### config.mk
export PLATFORM = sky130hd
export DESIGN_NAME = met_ctrl
export DESIGN_NICKNAME = d
export VERILOG_FILES = /design/src/hdl/met_pkg.sv /design/src/hdl/met_ctrl.sv
export SDC_FILE = /design/constraint.sdc
export NUM_CORES = 1
export LEC_CHECK = 0
export BUFFER_PORTS_ARGS = -buffer_cell sky130_fd_sc_hd__buf_2
export CAP_MARGIN = 30
export CORE_AREA = 2 2 39 41
export CTS_BUF_LIST = sky130_fd_sc_hd__clkbuf_16
export CTS_CLUSTER_SIZE = 10
export DETAILED_ROUTE_END_ITERATION = 10
export DIE_AREA = 0 0 41 43
export GPL_TIMING_DRIVEN = 0
export HOLD_SLACK_MARGIN = 0.02
export PLACE_DENSITY = 0.53
export SKIP_CTS_REPAIR_TIMING = 1
export SLEW_MARGIN = 25
export SYNTH_ARGS = -nofsm -noshare
export SYNTH_HDL_FRONTEND = slang
export SYNTH_SLANG_ARGS = --single-unit
### constraint.sdc
create_clock -name clk -period 1.7 [get_ports clk]
set_clock_uncertainty 0.1 [all_clocks]
set_input_delay 0 -clock clk [delete_from_list [all_inputs] [get_ports clk]]
set_output_delay 0 -clock clk [all_outputs]
set_load 0.1 [all_outputs]
### src/hdl/met_pkg.sv
// Shared types and constants for the escape-time unit: fixed-point widths,
// multiplier operand codes, register indexes and the controller/datapath bundles.
// No dependencies.
package met_pkg;

    // Fixed-point format of c and z.
    localparam int FRAC_BITS = 28;

    // Register and field widths.
    localparam int COORD_W = 32;
    localparam int STEP_W  = 31;
    localparam int LIMIT_W = 16;
    localparam int RW_W    = 13;
    localparam int PIX_W   = 12;
    localparam int ADDR_W  = 24;
    localparam int MAG_OUT_W = 38;
    localparam int TOTAL_W   = 40;
    localparam int INSIDE_W  = 24;
    localparam int CFG_IDX_W = 3;
    localparam int CFG_DATA_W = 32;

    // Iteration datapath widths. A running z stays well inside 36 bits signed.
    localparam int Z_W    = 36;
    localparam int HALF_W = Z_W / 2;
    localparam int PROD_W = Z_W + HALF_W;
    localparam int SQ_W   = 2 * Z_W - FRAC_BITS;
    localparam int SUM_W  = SQ_W + 1;
    localparam int CPROD_W = STEP_W + PIX_W;

    // Escape threshold 25 in the |z|^2 format, and output saturation limits.
    localparam logic [SUM_W-1:0]     ESC_THRESH = SUM_W'(25) << FRAC_BITS;
    localparam logic [MAG_OUT_W-1:0] MAG_MAX    = '1;
    localparam logic [TOTAL_W-1:0]   TOTAL_MAX  = '1;
    localparam logic [INSIDE_W-1:0]  INSIDE_MAX = '1;

    // Register indexes.
    localparam logic [CFG_IDX_W-1:0] CFG_ORIGIN_RE = 3'd0;
    localparam logic [CFG_IDX_W-1:0] CFG_ORIGIN_IM = 3'd1;
    localparam logic [CFG_IDX_W-1:0] CFG_STEP_RE   = 3'd2;
    localparam logic [CFG_IDX_W-1:0] CFG_STEP_IM   = 3'd3;
    localparam logic [CFG_IDX_W-1:0] CFG_LIMIT     = 3'd4;
    localparam logic [CFG_IDX_W-1:0] CFG_RWIDTH    = 3'd5;

    // Register reset values.
    localparam logic [COORD_W-1:0] ORIGIN_RE_RST = 32'hE000_0000;
    localparam logic [COORD_W-1:0] ORIGIN_IM_RST = 32'hE800_0000;
    localparam logic [STEP_W-1:0]  STEP_RE_RST   = 31'd786432;
    localparam logic [STEP_W-1:0]  STEP_IM_RST   = 31'd786432;
    localparam logic [LIMIT_W-1:0] LIMIT_RST     = 16'd256;
    localparam logic [RW_W-1:0]    RWIDTH_RST    = 13'd1024;

    // Multiplier operand selection.
    localparam logic [1:0] MUL_RE_SQ = 2'd0;
    localparam logic [1:0] MUL_IM_SQ = 2'd1;
    localparam logic [1:0] MUL_CROSS = 2'd2;

    typedef struct packed {
        logic       capture;
        logic       load_c;
        logic       mul_issue;
        logic [1:0] mul_sel;
        logic       mul_hi;
        logic       step_z;
        logic       commit;
    } met_cmd_t;

    typedef struct packed {
        logic at_limit;
        logic escaped;
    } met_status_t;

endpackage

### src/hdl/met_ctrl.sv
// Sequencer for the escape-time unit: handshakes, iteration schedule of the
// shared multiplier and the output slot. Depends on met_pkg.
module met_ctrl (
    input  logic                  clk,
    input  logic                  rst_n,
    input  logic                  in_valid,
    output logic                  in_stall,
    output logic                  out_valid,
    input  logic                  out_stall,
    input  met_pkg::met_status_t  status,
    output met_pkg::met_cmd_t     cmd
);
    import met_pkg::*;

    localparam logic [3:0] S_IDLE = 4'd0;
    localparam logic [3:0] S_LOAD = 4'd1;
    localparam logic [3:0] S_SQ0  = 4'd2;
    localparam logic [3:0] S_SQ1  = 4'd3;
    localparam logic [3:0] S_SQ2  = 4'd4;
    localparam logic [3:0] S_SQ3  = 4'd5;
    localparam logic [3:0] S_SQ4  = 4'd6;
    localparam logic [3:0] S_SQ5  = 4'd7;
    localparam logic [3:0] S_SQ6  = 4'd8;
    localparam logic [3:0] S_STEP = 4'd9;
    localparam logic [3:0] S_DONE = 4'd10;

    logic [3:0] state_reg, state_next;
    logic       out_valid_reg, out_valid_next;

    assign in_stall  = (state_reg != S_IDLE);
    assign out_valid = out_valid_reg;

    always_comb
    begin
        state_next    = state_reg;
        cmd           = '0;
        unique case (state_reg)
            S_IDLE:
            begin
                cmd.capture = in_valid;
                if (in_valid)
                begin
                    state_next = S_LOAD;
                end
            end
            S_LOAD:
            begin
                cmd.load_c = 1'b1;
                state_next = S_SQ0;
            end
            S_SQ0:
            begin
                cmd.mul_issue = 1'b1;
                cmd.mul_sel   = MUL_RE_SQ;
                state_next    = S_SQ1;
            end
            S_SQ1:
            begin
                cmd.mul_issue = 1'b1;
                cmd.mul_sel   = MUL_RE_SQ;
                cmd.mul_hi    = 1'b1;
                state_next    = S_SQ2;
            end
            S_SQ2:
            begin
                cmd.mul_issue = 1'b1;
                cmd.mul_sel   = MUL_IM_SQ;
                state_next    = S_SQ3;
            end
            S_SQ3:
            begin
                cmd.mul_issue = 1'b1;
                cmd.mul_sel   = MUL_IM_SQ;
                cmd.mul_hi    = 1'b1;
                state_next    = S_SQ4;
            end
            S_SQ4:
            begin
                cmd.mul_issue = 1'b1;
                cmd.mul_sel   = MUL_CROSS;
                state_next    = S_SQ5;
            end
            S_SQ5:
            begin
                // Both squares are settled here; the cross product is
                // started ahead of the test and simply dropped on exit.
                cmd.mul_issue = 1'b1;
                cmd.mul_sel   = MUL_CROSS;
                cmd.mul_hi    = 1'b1;
                if (status.at_limit || status.escaped)
                begin
                    state_next = S_DONE;
                end
                else
                begin
                    state_next = S_SQ6;
                end
            end
            S_SQ6:
            begin
                state_next = S_STEP;
            end
            S_STEP:
            begin
                cmd.step_z = 1'b1;
                state_next = S_SQ0;
            end
            S_DONE:
            begin
                cmd.commit = !out_valid_reg || !out_stall;
                if (cmd.commit)
                begin
                    state_next = S_IDLE;
                end
            end
            default:
            begin
                state_next = S_IDLE;
            end
        endcase
    end

    always_comb
    begin
        priority if (cmd.commit)
        begin
            out_valid_next = 1'b1;
        end
        else if (out_valid_reg && !out_stall)
        begin
            out_valid_next = 1'b0;
        end
        else
        begin
            out_valid_next = out_valid_reg;
        end
    end

    always_ff @(posedge clk or negedge rst_n)
    begin
        if (!rst_n)
        begin
            state_reg     <= S_IDLE;
            out_valid_reg <= 1'b0;
        end
        else
        begin
            state_reg     <= state_next;
            out_valid_reg <= out_valid_next;
        end
    end

endmodule

# --- Yosys cells after proc, flatten, opt, wreduce, memory -nomap -nowiden ---
# Index checks and enable logic that the tools add are counted.
op_classes:
  n_eq_ne: 12
  muxes: 12
  reduce_logical: 14
op_table:
  columns: ["operator", "count"]
  rows:
  - ["$pmux 4 s10", 1]
  - ["$eq 4x3->1 const B", 4]
  - ["$eq 4x4->1 const B", 3]
  - ["$pmux 3 s3", 1]
  - ["$eq 4x2->1 const B", 2]
  - ["$mux 4", 2]
  - ["$reduce_or 2->1", 4]
  - ["$mux 1", 7]
  - ["$eq 4x1->1 const B", 1]
  - ["$logic_not 4->1", 1]
  - ["$ne 2x2->1 const B", 2]
  - ["$reduce_bool 4->1", 1]
  - ["$reduce_or 3->1", 1]
  - ["$logic_not 1->1", 2]
  - ["$logic_or 1x1->1", 2]
  - ["$mux 2", 1]
  - ["$reduce_and 2->1", 1]
  - ["$reduce_bool 2->1", 1]
  - ["$logic_and 1x1->1", 1]
totals:
  reg_bits: 5

# --- Longest topological paths before layout ---
depth:
  word_depth: 4
  mapped_depth: 4
  depth_no_buf: 3

# --- Worst setup path after synthesis ---
# No wires, ideal clock.
synth_timing:
  path_type: "register to output"
  startpoint: "register state_reg[1]"
  endpoint: "output cmd[2] (netlist bit)"
  arrival_time_ps: 2733
  required_ps: 1600
  path_slack_ps: -1133
  path_stages_with_launch: 5
  cell_sequence: "dfrtp_1 -> buf_2 -> nor2_2 -> nor2_1 -> and2_1"
synth_rtl:
  columns: ["element", "line", "source"]
  rows:
  - ["start: declaration", "met_ctrl.sv:27", "logic [3:0] state_reg, state_next;"]
  - ["start signal: assignment", "met_ctrl.sv:148", "state_reg <= state_next;"]
  - ["end: declaration", "met_ctrl.sv:11", "output met_pkg::met_cmd_t cmd"]

==> results.sh <==
export IMPL_grt_start_max_net_pins=11
export IMPL_drc=0
export IMPL_drive_gt1_share_pct=44.3
export IMPL_cts_tree="done"
export IMPL_post_drt_wl_per_cell_microns=9.73
export IMPL_synthTopCellsByArea="dfrtp_1, nor2_1, nand2_1, a311oi_2, and3_1"
export IMPL_diodes=0
export IMPL_busiest_layer="met2"
export IMPL_fp_dieW_microns=41
export IMPL_cp_start_kind="register"
export IMPL_syn_instance_count=40
export IMPL_cp_buffers_inverters=2
export IMPL_worst_r2r_cell_count=4
export IMPL_antenna_found_initial=0
export IMPL_netlist_area_sq_um=310
export IMPL_use_met3_pct=1.57
export IMPL_timing_max_cap_violations=0
export IMPL_reg2reg_slack_ns=0.49
export IMPL_synth_most_common_cell="nor2_1"
export IMPL_setup_viol=0
export IMPL_finalCritPeriodShare_pct=96.5
export IMPL_yosys_warnings=0
export IMPL_cts_num_sinks=5
export IMPL_grt_first_pass_wirelength_microns=1070
export IMPL_crit_arrival_ns=1.54
export IMPL_relSlewSlack_pct=67.7
export IMPL_first_pass_iters=2
export IMPL_fin_util_pct=37.7
export IMPL_gr_usage_met1_pct=10.4
export IMPL_worstReg2RegStart="state_reg[1]"
export IMPL_largest_reg_flops=4
export IMPL_ys_top_cells_by_count="nor2_1, nand2_1, dfrtp_1"
export IMPL_ys_flop_type="dfrtp_1"
export IMPL_rsz0062_at_grt="no"
export IMPL_path_class="register to output port"
export IMPL_critical_path_most_common_cell="buf_2"
export IMPL_cp_required_ns=1.60
export IMPL_core_sq_um=1380
export IMPL_yosys_register_bits=5
export IMPL_status="completed"
export IMPL_row_count=14
export IMPL_fill_cells=156
export IMPL_clockRootBuffer="clkbuf_16"
export IMPL_dp_final_hpwl_microns=550
export IMPL_cts_path_max_buffers=2
export IMPL_cpMaxStageDelayCell="buf_2"
export IMPL_cp_max_fo=10
export IMPL_synth_avg_cell_area_sq_um=7.76
export IMPL_routed_via_density=4.25
export IMPL_worstHoldPathType="primary input to asynchronous set/reset pin"
export IMPL_timing_hold_ws_ns=0.0222
export IMPL_crit_family="buffers and inverters"
export IMPL_die_area_sq_um=1760
export IMPL_wl_microns=749
export IMPL_rr_endpoint="state_reg[0]"
export IMPL_tightest_slew_ns=0.488
export IMPL_antenna_left=0
export IMPL_grt_usage_pct=9.37
export IMPL_clk_pin_slew_worst_paths_ns=0.03
export IMPL_final_nets=68
export IMPL_start_util_pct=22.4
export IMPL_gp_congestion=0.678
export IMPL_portBuffers=15
export IMPL_max_stage_delay_ns=0.42
export IMPL_clock_latency_ns=0.22
export IMPL_ys_types=19
export IMPL_grt_pass1_vias=284
export IMPL_endpoint_kind="output port"
export IMPL_slew_viol_final=0
export IMPL_grt_overflow=0
export IMPL_yosys_area_top_type="dfrtp_1"
export IMPL_vias=327
export IMPL_grt_util_met2_pct=13.4
export IMPL_fin_area_sq_um=522
export IMPL_ys_seq_area_share_pct=40.3
export IMPL_pin_count=16
export IMPL_dpl_cell_area_sq_um=412
export IMPL_numCtsBuffers=3
export IMPL_syn_nets=46
export IMPL_area_growth_pct=68.1
export IMPL_die_y_microns=43
export IMPL_async_flop_share_pct=100
export IMPL_finalHoldViolCount=0
export IMPL_dpl_worst_slack_ns=0.126
export IMPL_synth_edf_count=0
export IMPL_fmax_ghz=0.610
export IMPL_synth_top_area_share_pct=40.3
export IMPL_period_needed_ns=1.64
export IMPL_worstPathCellList="buf_2, nor2_2, and3_1, buf_2"
export IMPL_drt_iter0_drc=1
export IMPL_timing_final_ws_setup_ns=0.0598
export IMPL_cts_htree_levels=1
## area by class of cell
class,instances,area (sq um),share of cell area [%]
repair buffers,17,104,19.9
plain buffers,3,17.5,3.36
multi-input cells,30,169,32.4
well taps,16,20.0,3.84
clock inverters,1,3.75,0.719
inverters,2,7.51,1.44
clock buffers,3,75.1,14.4
flip-flops and latches,5,125,24.0
## logic make-up (layout without fill, tap and decap cells)
| group | Yosys count | count (layout) | share of synthesized area [%] |
|---|---|---|---|
| DFF | 5 | 5 | 40.3 |
| AOI/OAI and AO/OA | 6 | 6 | 15.7 |
| xor gates and xnor gates | 1 | 1 | 2.82 |
| and+or+nand+nor | 23 | 23 | 33.1 |
| buffers and inverters | 5 | 26 | 8.07 |
## cell usage in the layout (no fill, tap or decap)
cell type / synthesis / final
nand2b_1: 1 / 1
nor2_1: 9 / 6
buf_4: 1 / 1
xor2_1: 1 / 1
a21oi_1: 1 / 1
buf_6: 0 / 1
inv_1: 2 / 3
a31o_1: 1 / 1
and2_2: 0 / 1
o21ai_0: 1 / 1
a311oi_2: 1 / 1
nor4_1: 1 / 1
buf_2: 2 / 15
nor2_2: 1 / 4
and3_1: 2 / 2
clkbuf_4: 0 / 1
dfrtp_1: 5 / 5
dlygate4sd3_1: 0 / 2
nand3_1: 1 / 1
o21a_1: 1 / 1
a211oi_1: 1 / 1
nand2_1: 7 / 7
clkbuf_16: 0 / 3
## layer usage
metal	share of wire, %	wire, microns
met2	48	359
met5	0	0
met1	45	340
met4	2.5	19
met3	3.9	29
## worst max-delay path by stage
stage                      start  endpoint  slack (ns)  cells after the start
floorplan           state_reg[1]    cmd[6]       -0.39                      4
global placement    state_reg[2]    cmd[0]        0.13                      5
detailed placement  state_reg[2]    cmd[0]        0.13                      5
CTS                 state_reg[2]    cmd[0]       -0.11                      5
global route        state_reg[1]    cmd[1]        0.01                      4
finish              state_reg[1]    cmd[1]        0.06                      4
## stage by stage
stage	instances	TNS [ns]
4_1_cts	75	-0.114
6_report	77	0
3_3_place_gp	71	0
2_1_floorplan	40	-0.987
3_5_place_dp	71	0
5_1_grt	77	0
Power is left out: the tool's default activity adds up to more than one toggle a clock period on the data nets, which glitch-free logic cannot reach.
